**src/sv/bas_pkg.sv**
```systemverilog
// Shared types and constants for the button axis slew smoother.
// Operation codes, register map and reset values. No dependencies.
package bas_pkg;

  localparam int unsigned DataW = 32;
  localparam int unsigned AddrW = 5;

  typedef logic [1:0] op_t;
  localparam op_t OP_EVENT = 2'd0;
  localparam op_t OP_TICK  = 2'd1;
  localparam op_t OP_CLEAR = 2'd2;

  typedef logic [2:0] reg_idx_t;
  localparam reg_idx_t REG_POS_CODE   = 3'd0;
  localparam reg_idx_t REG_NEG_CODE   = 3'd1;
  localparam reg_idx_t REG_RETURN     = 3'd2;
  localparam reg_idx_t REG_PRESS      = 3'd3;
  localparam reg_idx_t REG_DEAD_ZONE  = 3'd4;
  localparam reg_idx_t REG_SNAP       = 3'd5;
  localparam reg_idx_t REG_INVERT     = 3'd6;

  localparam logic [9:0]  RST_CODE      = 10'd1023;
  localparam logic [15:0] RST_RATE      = 16'd768;
  localparam logic [14:0] RST_DEAD_ZONE = 15'd16;

  // step saturates at 2.0 in Q2.14
  localparam logic [16:0] STEP_MAX = 17'd32768;

endpackage

```
**src/sv/button_axis_slew_smoother.sv**
```systemverilog
// Button axis slew smoother: two-button virtual axis with slew limiting and dead zone.
// An accepted word is held in the input register; its result word is then written to
// the output register, from which the receiver takes it.
// Throughput: one word per cycle unless out_tready stalls the output; a 16x16 multiply
// and an add/clamp sit between the input register and the output register.
// Reset (rst_n low, synchronous): pipeline empty, axis state zero, registers to defaults.
module button_axis_slew_smoother
  import bas_pkg::*;
(
  input  logic             clk,
  input  logic             rst_n,
  // input stream
  input  logic             in_tvalid,
  output logic             in_tready,
  input  logic [31:0]      in_tdata,   // button_code[8:0], pressed[9], dt[25:10], zero pad
  input  logic [1:0]       in_tuser,   // op[1:0]
  // result stream
  output logic             out_tvalid,
  input  logic             out_tready,
  output logic [31:0]      out_tdata,  // raw_value[15:0], smoothed_value[31:16]
  // configuration
  input  logic             cfg_psel,
  input  logic             cfg_penable,
  input  logic             cfg_pwrite,
  input  logic [AddrW-1:0] cfg_paddr,
  input  logic [DataW-1:0] cfg_pwdata,
  output logic [DataW-1:0] cfg_prdata,
  output logic             cfg_pready
);

  // configuration registers
  logic [9:0]  pos_code_r, neg_code_r;
  logic [15:0] return_rate_r, press_rate_r;
  logic [14:0] dead_zone_r;
  logic        snap_en_r, invert_en_r;

  // axis state
  logic signed [1:0]  raw_r,    raw_nxt;
  logic signed [15:0] smooth_r, smooth_nxt;

  // input register
  logic        s1_valid_r;
  op_t         s1_op_r;
  logic [8:0]  s1_code_r;
  logic        s1_pressed_r;
  logic [15:0] s1_dt_r;

  // output register
  logic        out_valid_r;
  logic [31:0] out_data_r, out_data_nxt;

  logic out_free, s1_fire, in_fire, cfg_wr;
  reg_idx_t cfg_idx;

  assign out_free  = !out_valid_r || out_tready;
  assign s1_fire   = s1_valid_r && out_free;
  assign in_tready = !s1_valid_r || out_free;
  assign in_fire   = in_tvalid && in_tready;

  assign cfg_pready = 1'b1;
  assign cfg_idx    = cfg_paddr[4:2];
  assign cfg_wr     = cfg_psel && cfg_penable && cfg_pwrite && cfg_pready;

  always_comb begin
    cfg_prdata = '0;
    unique case (cfg_idx)
      REG_POS_CODE:  cfg_prdata = {22'd0, pos_code_r};
      REG_NEG_CODE:  cfg_prdata = {22'd0, neg_code_r};
      REG_RETURN:    cfg_prdata = {16'd0, return_rate_r};
      REG_PRESS:     cfg_prdata = {16'd0, press_rate_r};
      REG_DEAD_ZONE: cfg_prdata = {17'd0, dead_zone_r};
      REG_SNAP:      cfg_prdata = {31'd0, snap_en_r};
      REG_INVERT:    cfg_prdata = {31'd0, invert_en_r};
      default:       cfg_prdata = '0;
    endcase
  end

  always_ff @(posedge clk) begin
    if (!rst_n) begin
      pos_code_r    <= RST_CODE;
      neg_code_r    <= RST_CODE;
      return_rate_r <= RST_RATE;
      press_rate_r  <= RST_RATE;
      dead_zone_r   <= RST_DEAD_ZONE;
      snap_en_r     <= 1'b1;
      invert_en_r   <= 1'b0;
    end else if (cfg_wr) begin
      unique case (cfg_idx)
        REG_POS_CODE:  pos_code_r    <= cfg_pwdata[9:0];
        REG_NEG_CODE:  neg_code_r    <= cfg_pwdata[9:0];
        REG_RETURN:    return_rate_r <= cfg_pwdata[15:0];
        REG_PRESS:     press_rate_r  <= cfg_pwdata[15:0];
        REG_DEAD_ZONE: dead_zone_r   <= cfg_pwdata[14:0];
        REG_SNAP:      snap_en_r     <= cfg_pwdata[0];
        REG_INVERT:    invert_en_r   <= cfg_pwdata[0];
        default:       ;
      endcase
    end
  end

  // ---- button event ----
  logic signed [2:0] ev_sum, ev_pos, ev_neg;
  logic signed [1:0] ev_level;

  always_comb begin
    ev_pos = '0;
    ev_neg = '0;
    if ({1'b0, s1_code_r} == pos_code_r) ev_pos = s1_pressed_r ? 3'sd1 : -3'sd1;
    if ({1'b0, s1_code_r} == neg_code_r) ev_neg = s1_pressed_r ? -3'sd1 : 3'sd1;
    ev_sum = 3'(ev_pos + ev_neg + 3'(raw_r));
    if (ev_sum > 3'sd1)       ev_level = 2'sd1;
    else if (ev_sum < -3'sd1) ev_level = -2'sd1;
    else                      ev_level = ev_sum[1:0];
  end

  // ---- tick ----
  logic [15:0]        rate_sel;
  logic [31:0]        prod;
  logic [16:0]        step;
  logic signed [17:0] target, s_cur, s_base, s_up, s_dn, s_mv, s_abs, dz_ext;
  logic               snap, up;
  logic signed [15:0] tick_level;

  always_comb begin
    rate_sel = (raw_r == 2'sd0) ? return_rate_r : press_rate_r;
    prod     = {16'd0, rate_sel} * {16'd0, s1_dt_r};
    step     = (prod[31:10] > 22'(STEP_MAX)) ? STEP_MAX : prod[26:10];
    target   = $signed({{2{raw_r[1]}}, raw_r, 14'd0});
    s_cur    = 18'(smooth_r);
    snap     = snap_en_r && ((target > 0 && s_cur < 0) || (target < 0 && s_cur > 0));
    s_base   = snap ? 18'sd0 : s_cur;
    up       = target > s_base;
    s_up     = s_base + $signed({1'b0, step});
    s_dn     = s_base - $signed({1'b0, step});
    if (up) s_mv = (s_up > target) ? target : s_up;
    else    s_mv = (s_dn < target) ? target : s_dn;
    s_abs    = (s_mv < 0) ? -s_mv : s_mv;
    dz_ext   = $signed({3'd0, dead_zone_r});
    tick_level = (s_abs < dz_ext) ? 16'sd0 : s_mv[15:0];
  end

  // ---- state update and result ----
  logic [15:0] raw_q14, raw_out, smooth_out;

  always_comb begin
    raw_nxt    = raw_r;
    smooth_nxt = smooth_r;
    unique case (s1_op_r)
      OP_EVENT: raw_nxt = ev_level;
      OP_TICK:  smooth_nxt = tick_level;
      OP_CLEAR: begin
        raw_nxt    = '0;
        smooth_nxt = '0;
      end
      default: ;
    endcase
    raw_q14      = {raw_nxt, 14'd0};
    raw_out      = invert_en_r ? 16'(-raw_q14) : raw_q14;
    smooth_out   = invert_en_r ? 16'(-smooth_nxt) : smooth_nxt;
    out_data_nxt = {smooth_out, raw_out};
  end

  always_ff @(posedge clk) begin
    if (!rst_n) begin
      s1_valid_r  <= 1'b0;
      out_valid_r <= 1'b0;
      raw_r       <= '0;
      smooth_r    <= '0;
    end else begin
      if (in_fire) s1_valid_r <= 1'b1;
      else if (s1_fire) s1_valid_r <= 1'b0;
      if (s1_fire) begin
        out_valid_r <= 1'b1;
        raw_r       <= raw_nxt;
        smooth_r    <= smooth_nxt;
      end else if (out_tready) begin
        out_valid_r <= 1'b0;
      end
    end
  end

  always_ff @(posedge clk) begin
    if (in_fire) begin
      s1_op_r      <= in_tuser;
      s1_code_r    <= in_tdata[8:0];
      s1_pressed_r <= in_tdata[9];
      s1_dt_r      <= in_tdata[25:10];
    end
    if (s1_fire) out_data_r <= out_data_nxt;
  end

  assign out_tvalid = out_valid_r;
  assign out_tdata  = out_data_r;

  // ---- checks ----
  a_raw_range: assert property (@(posedge clk) disable iff (!rst_n)
    raw_r != -2'sd2)
    else $error("raw level out of range");

  a_smooth_range: assert property (@(posedge clk) disable iff (!rst_n)
    smooth_r <= 16'sd16384 && smooth_r >= -16'sd16384)
    else $error("smoothed level out of range");

  a_clear: assert property (@(posedge clk) disable iff (!rst_n)
    s1_fire && s1_op_r == OP_CLEAR |=> raw_r == 2'sd0 && smooth_r == 16'sd0)
    else $error("clear did not zero state");

  a_dead_zone: assert property (@(posedge clk) disable iff (!rst_n)
    s1_fire && s1_op_r == OP_TICK |=>
      smooth_r == 16'sd0 || smooth_r >= $signed({1'b0, dead_zone_r})
      || smooth_r <= -$signed({1'b0, dead_zone_r}))
    else $error("smoothed value inside dead zone after tick");

endmodule

```
**config.mk**
```make
export PLATFORM = sky130hd
export DESIGN_NAME = button_axis_slew_smoother
export DESIGN_NICKNAME = d
export VERILOG_FILES = /design/src/sv/bas_pkg.sv /design/src/sv/button_axis_slew_smoother.sv
export SDC_FILE = /design/constraint.sdc
export NUM_CORES = 1
export LEC_CHECK = 0
export BUFFER_PORTS_ARGS = -buffer_cell sky130_fd_sc_hd__buf_2
export CORE_MARGIN = 4
export CORE_UTILIZATION = 58
export CTS_BUF_LIST = sky130_fd_sc_hd__clkbuf_2 sky130_fd_sc_hd__clkbuf_4 sky130_fd_sc_hd__clkbuf_8
export DETAILED_ROUTE_END_ITERATION = 8
export MAX_ROUTING_LAYER = met4
export PLACE_DENSITY = 0.77
export SYNTH_ARGS = -nofsm -noshare
export SYNTH_HDL_FRONTEND = slang
export SYNTH_SLANG_ARGS = --single-unit
```
**constraint.sdc**
```tcl
create_clock -name clk -period 15.4 [get_ports clk]
set_clock_uncertainty 0.15 [all_clocks]
set_input_delay 0.77 -clock clk [delete_from_list [all_inputs] [get_ports clk]]
set_output_delay 0.77 -clock clk [all_outputs]
set_load 0.02 [all_outputs]
```
Word level (Yosys, flattened, before mapping)
Cells that the tools add are included.
- register bits after elaboration: 149
- latch bits: 0
- memory bits (writable): 0
- memory bits (read-only): 0
- input bits: 78
- output and inout bits: 67
- logic and storage cells: 94
- memories: 0
- add/subtract/negate cells: 7
- $mul: 1
- divide/modulo/power cells: 0
- $lt $le $gt $ge: 12
- equality and inequality tests: 10
- shift operators: 0
- muxes and demuxes: 23
- bitwise operators: 0
- reduce and logical (&&, ||, !) cells: 24
- operators by type and width (operator ; number):
    $pmux 16 s7 ; 1
    $mux 18 ; 5
    $mux 16 ; 4
    $lt 18x16->1 ; 2
    $gt 16x1->1 const B ; 2
    $lt 16x1->1 const B ; 2
    $mul 16x16->32 ; 1
    $neg 16->16 ; 2
    $pmux 16 s2 ; 1
    $gt 22x16->1 const B ; 1
    $eq 9x10->1 ; 2
    $add 18x18->18 ; 1
    $gt 16x18->1 ; 1
    $gt 18x16->1 ; 1
    $lt 18x1->1 const B ; 1
    $neg 18->18 ; 1
    $sub 18x18->18 ; 1
    $mux 17 ; 1
    $reduce_and 2->1 ; 7
    $mux 3 ; 4
    $eq 3x3->1 const B ; 3
    $logic_and 1x1->1 ; 7
    $eq 3x2->1 const B ; 2
    $logic_not 2->1 ; 2
    14 further kinds ; 22

Depth between registers and ports, before layout
- word-level depth: 16
- mapped depth: 80

Worst setup path after synthesis
OpenSTA, ideal clock, no wires.
- path kind: flip-flop to flip-flop
- start: register raw_r[0]
- end: register out_data_r[28] (netlist: out_tdata[28]) (data pin)
- setup time: 0.262 ns
- data arrival time: 15.307 ns
- setup slack: -0.319 ns
- stages on the path, launching flop included: 77
- buffers on the path: 7
- period minus slack after synthesis: 15.719 ns
- cell sequence: dfxtp_1 > nor2_2 > clkbuf_1 > mux2_2 > clkbuf_1 > nand2_1 > fa_1 > inv_1 > fa_1 > inv_1 > fa_1 > inv_1 > fa_1 > fa_1 > inv_1 > fa_1 > inv_1 > ha_1 > [... 41 more ...] > o21ai_0 > nand2b_1 > a21oi_1 > o21ai_0 > a21oi_1 > nor3b_1 > a21bo_2 > nand3_2 > buf_6 > buf_6 > nor2_1 > a21oi_1 > ha_1 > o21ai_0 > a21oi_1 > o21ai_1 > o31ai_1 > xnor2_1
- cells in the longest elaborated chain, start to end: 16
- RTL lines (what ; RTL line ; RTL):
    from (decl) ; button_axis_slew_smoother.sv:38 ; logic signed [1:0] raw_r, raw_nxt;
    from (signal assigned) ; button_axis_slew_smoother.sv:174 ; raw_r <= raw_nxt;
    $logic_not 2->1, or another cell as far along ; button_axis_slew_smoother.sv:125 ; rate_sel = (raw_r == 2'sd0) ? return_rate_r : press_rate_r;
    $mux 16 / $logic_and 1x1->1 (equally long branches) ; button_axis_slew_smoother.sv:125, button_axis_slew_smoother.sv:130 ;
    $mul 16x16->32 / $logic_or 1x1->1 (equally long branches) ; button_axis_slew_smoother.sv:126, button_axis_slew_smoother.sv:130 ;
    $gt 22x16->1 / $logic_and 1x1->1 (equally long branches) ; button_axis_slew_smoother.sv:127, button_axis_slew_smoother.sv:130 ;
    $mux 17 / $mux 18 (equally long branches) ; button_axis_slew_smoother.sv:127, button_axis_slew_smoother.sv:131 ;
    $sub 18x18->18 / $add 18x18->18 (equally long branches) ; button_axis_slew_smoother.sv:134, button_axis_slew_smoother.sv:133 ;
    $lt 18x16->1 / $gt 18x16->1 (equally long branches) ; button_axis_slew_smoother.sv:136, button_axis_slew_smoother.sv:135 ;
    $mux 18 (on tied branches) ; button_axis_slew_smoother.sv:136, button_axis_slew_smoother.sv:135 ;
    $mux 18 * ; button_axis_slew_smoother.sv:135 ; if (up) s_mv = (s_up > target) ? target : s_up;
    $neg 18->18 / $lt 18x1->1 (equally long branches) ; button_axis_slew_smoother.sv:137 ; s_abs = (s_mv < 0) ? -s_mv : s_mv;
    $mux 18 ; button_axis_slew_smoother.sv:137 ;
    $lt 18x16->1 ; button_axis_slew_smoother.sv:139 ; tick_level = (s_abs < dz_ext) ? 16'sd0 : s_mv[15:0];
    $mux 16 * ; button_axis_slew_smoother.sv:139 ;
    $pmux 16 s2 * ; button_axis_slew_smoother.sv:148 ; unique case (s1_op_r)
    $neg 16->16 ; button_axis_slew_smoother.sv:159 ; smooth_out = invert_en_r ? 16'(-smooth_nxt) : smooth_nxt;
    $mux 16 * ; button_axis_slew_smoother.sv:159 ;
    via smooth_out[12] ; button_axis_slew_smoother.sv:143 ; logic [15:0] raw_q14, raw_out, smooth_out;
    to (signal assigned) ; button_axis_slew_smoother.sv:189 ; if (s1_fire) out_data_r <= out_data_nxt;
    to (decl) ; button_axis_slew_smoother.sv:50 ; logic [31:0] out_data_r, out_data_nxt;
Mark *: on every way through the listed nets, which the timed path passes. The rest lies on a longest branch.
A chain may end at the register's enable or synchronous reset.

Final worst setup path
- start: register raw_r[0]
- end: register out_data_r[31] (netlist: out_tdata[31]) (data pin)
The elaborated chain is that of the path after synthesis.

==> flow_summary_export.csv <==
group,metric,value,unit
min_path,min_path_type,"primary input to flip-flop",
logic_synthesis,avgSynthCellArea,8.36,um2
logic_synthesis,synth.top_cells.by_count,"nand2_1 (359), inv_1 (300), fa_1 (197), ha_1 (165), and2_1 (134)",
clocking,clk_latency,0.47,ns
pwr,swShare,45.9,%
global_routing,grt_pass1_wl,85600,um
setup_path,cp_data_arrival_time,15.22,ns
setup_path,crit_path_end,"out_tdata[31]",
pwr,switchingPower,1.11,mW
route,detail_route.wirelength,54400,um
timing,slew_viol_final,0,
global_routing,grt_usage,30.5,%
placement,io_buffer_count,89,
setup_path,r2r_start,"raw_r[0]",
logic_synthesis,synth_edf_count,46,
die,start_util,59.0,%
run_status,status,"completed",
route,wire_per_inst,18.6,um
clocking,cts_hold_buffers,0,
timing,worstMarginPinSlew,1.26,ns
logic_synthesis,ys_async_sr_fraction,0,%
setup_path,r2r_cells,69,
min_path,min_from,"in_tdata[10]",
logic_synthesis,yosysTopAreaCell,"fa_1",
finish,fin_util,70.6,%
setup_path,worstReg2RegEnd,"out_tdata[31]",
route,ant_nets,0,
global_routing,grt_pass1_vias,16972,
global_routing,grt_max_degree,52,
global_routing,antenna_found_initial,0,
setup_path,critical_path_class,"flip-flop to flip-flop",
clocking,cts_inserted_buffers,17,
setup_path,worstPathMaxFanout,27,
die,die_w,188,um
die,fp.dieArea,0.0352,mm2
die,ios,145,
finish,finalNetCount,2950,
clocking,htreeDepth,4,
setup_path,cp-startpoint,"raw_r[0]",
pwr,p_per_area,108,mW/mm2
logic_synthesis,synth_cell_types,99,
finish,drive_gt1_share,22.8,%
clocking,cts_tree,"yes",
logic_synthesis,yosys.cell_count.top_type,"nand2_1",
placement,dpl_worst_slack,-0.705,ns
pwr,clkPwrFrac,12.9,%
timing,min_period,15.16,ns
finish,fillers,2409,
timing,finalWorstSetupSlack,0.244,ns
placement,hpwl,42700,um
route,firstDrtPassIters,6,
route,drtIter0Drc,1451,
logic_synthesis,synth_cells,2236,
logic_synthesis,synth_seq_cells,135,
pwr,ir_drop,75.5,uV
timing,fmax,0.0660,GHz
finish,insertedDiodeCount,0,
timing,finalCritPeriodShare,98.4,%
setup_path,cp.required,15.46,ns
pwr,comb_power_share,70.6,%
route,drc,0,
timing,fin_setup_tns,0,ns
setup_path,path_common_cell,"buf_4",
setup_path,crit_path_max_incr_delay,0.56,ns
logic_synthesis,syn_area,0.0187,mm2
route,viasPerCell,5.82,
logic_synthesis,ys.flop_type,"dfxtp_1",
die,core_area,0.0317,mm2
logic_synthesis,synthTopCellsByArea,"fa_1 (21%), ha_1 (11%), dfxtp_1 (9.5%), edfxtp_1 (7.4%), nand2_1 (7.2%)",
timing,setup_viol,0,
timing,relSlewSlack,15.9,%
setup_path,worstSetupStartpointType,"flip-flop",
setup_path,slowest_stage,"fa_1",
pwr,finalPower,2.42,mW
finish,synthToLayoutAreaGrowth,19.8,%
timing,hold_viol_final,0,
clocking,cts.sinks,135,
logic_synthesis,yosys_warnings,0,
clocking,clockBufferDepth,2,
setup_path,reg2reg_slack,0.24,ns
logic_synthesis,netlist.area_leader.share,21.1,%
clocking,clk_pin_slew,0.09,ns
flow_run,maxCapViolations,0,
logic_synthesis,ys_seq_area_share,16.9,%
pwr,p_int,1.31,mW
clocking,root_buffer,"clkbuf_8",
route,num_vias,17034,
setup_path,cp-end-kind,"flip-flop",
die,rows,65,
die,fp.dieH,188,um
pwr,p_leak,10.6,nW
placement,gp_congestion,0.967,
global_routing,grt-ovfl-total,0,
pwr,seqPwrFrac,16.5,%
## metrics by stage
step / instances / hold slack, ns / area [um2]
after global placement: 2866 / 0.303 / 20900
after floorplan: 2267 / 0.293 / 18800
after CTS: 2898 / 0.304 / 21500
final: 2925 / 0.314 / 22400
after detailed placement: 2866 / 0.312 / 20900
after global routing: 2925 / 0.294 / 22400
## layer usage
layer,track usage (%),vias to the layer above,share of wire [%]
met5,-,-,0
met4,10.2,0,3.5
met3,3.24,142,7.0
met2,50.7,726,49
met1,39.3,8290,41
li1,-,7876,-
## logic make-up (layout without fill, tap and decap cells)
family	count (synthesis)	in the layout	share of synthesized area, %
AO/OA/AOI/OAI	353	353	13.0
other	2	33	0.0402
adder cells (fa/ha/maj)	362	362	32.1
multiplexers	44	44	3.16
flip-flops	135	135	16.9
XOR/XNOR	77	77	3.61
buffers and inverters	431	687	9.44
AND/OR/NAND/NOR	832	832	21.8
## critical path, delay by kind of cell, from the launching register on
kind	cells	cell delay, ns
compound gates	20	4.15
xor+xnor	3	0.72
fa+ha+maj	10	4.12
buf+inv	18	2.52
flops	1	0.34
mux	1	0.23
simple gates	17	2.65
## how the worst min path moves through the flow
stage / endpoint / slack (ns) / cells after the start
floorplan: return_rate_r[0] / 0.29 / 2
CTS: s1_code_r[4] / 0.30 / 1
finish: s1_dt_r[0] / 0.31 / 1
global placement: return_rate_r[5] / 0.30 / 2
global route: s1_code_r[2] / 0.29 / 1
detailed placement: return_rate_r[5] / 0.31 / 2
## power by group through the flow
stage	combinational (mW)	sequential (mW)	clock, mW
after global routing	1.85	0.400	0.329
final	1.71	0.398	0.312
after CTS	1.53	0.397	0.310
after global placement	1.47	0.405	0
after floorplan	0.930	0.404	0
after detailed placement	1.50	0.405	0
## flip-flops by register name, indices dropped and copies added, names as in the netlist, 9 cells and up
name	flops
dead_zone_r	15
out_tdata	18
smooth_r	16
press_rate_r	16
s1_code_r	9
neg_code_r	10
return_rate_r	16
s1_dt_r	16
pos_code_r	10
## final cells by class
class | instances | area, um2 | share of cell area (%)
clock buffer | 18 | 241 | 1.08
timing repair buffer | 353 | 2490 | 11.1
clock inverter | 14 | 163 | 0.726
sequential | 135 | 3160 | 14.1
multi-input combinational | 1701 | 14700 | 65.6
inverter | 302 | 1130 | 5.06
tap | 402 | 503 | 2.25
## placed cells by master, fill, tap and decap left out, drive strengths merged, types with 7 or more instances in the layout
master / n
clkbuf: 18
xor2: 24
buf: 353
a2111oi: 7
inv: 308
edfxtp: 46
dfxtp: 89
a31oi: 7
nand2: 360
a21oi: 100
and2: 134
xnor2: 53
mux2i: 14
or3: 17
nand3b: 8
a21o: 20
mux2: 20
nor2: 103
nand4: 9
ha: 165
o211ai: 13
nand2b: 25
mux4: 10
o21a: 14
nor2b: 23
a221oi: 7
o31ai: 17
nor4: 13
o2bb2ai: 8
nand3: 47
a22oi: 7
nor3b: 8
and3: 17
or2: 7
fa: 197
nor3: 40
conb: 33
a211oi: 18
o21ai: 71
o22ai: 12
## timing repair
action | 4_1_cts | 5_1_grt
cloned | 0 | 1
resized for setup | 28 | 163
setup endpoints to repair | 22 | 32
pin swaps | 8 | 109
setup buffers | 0 | 27
No activity file was read; power rests on OpenSTA's default activity.
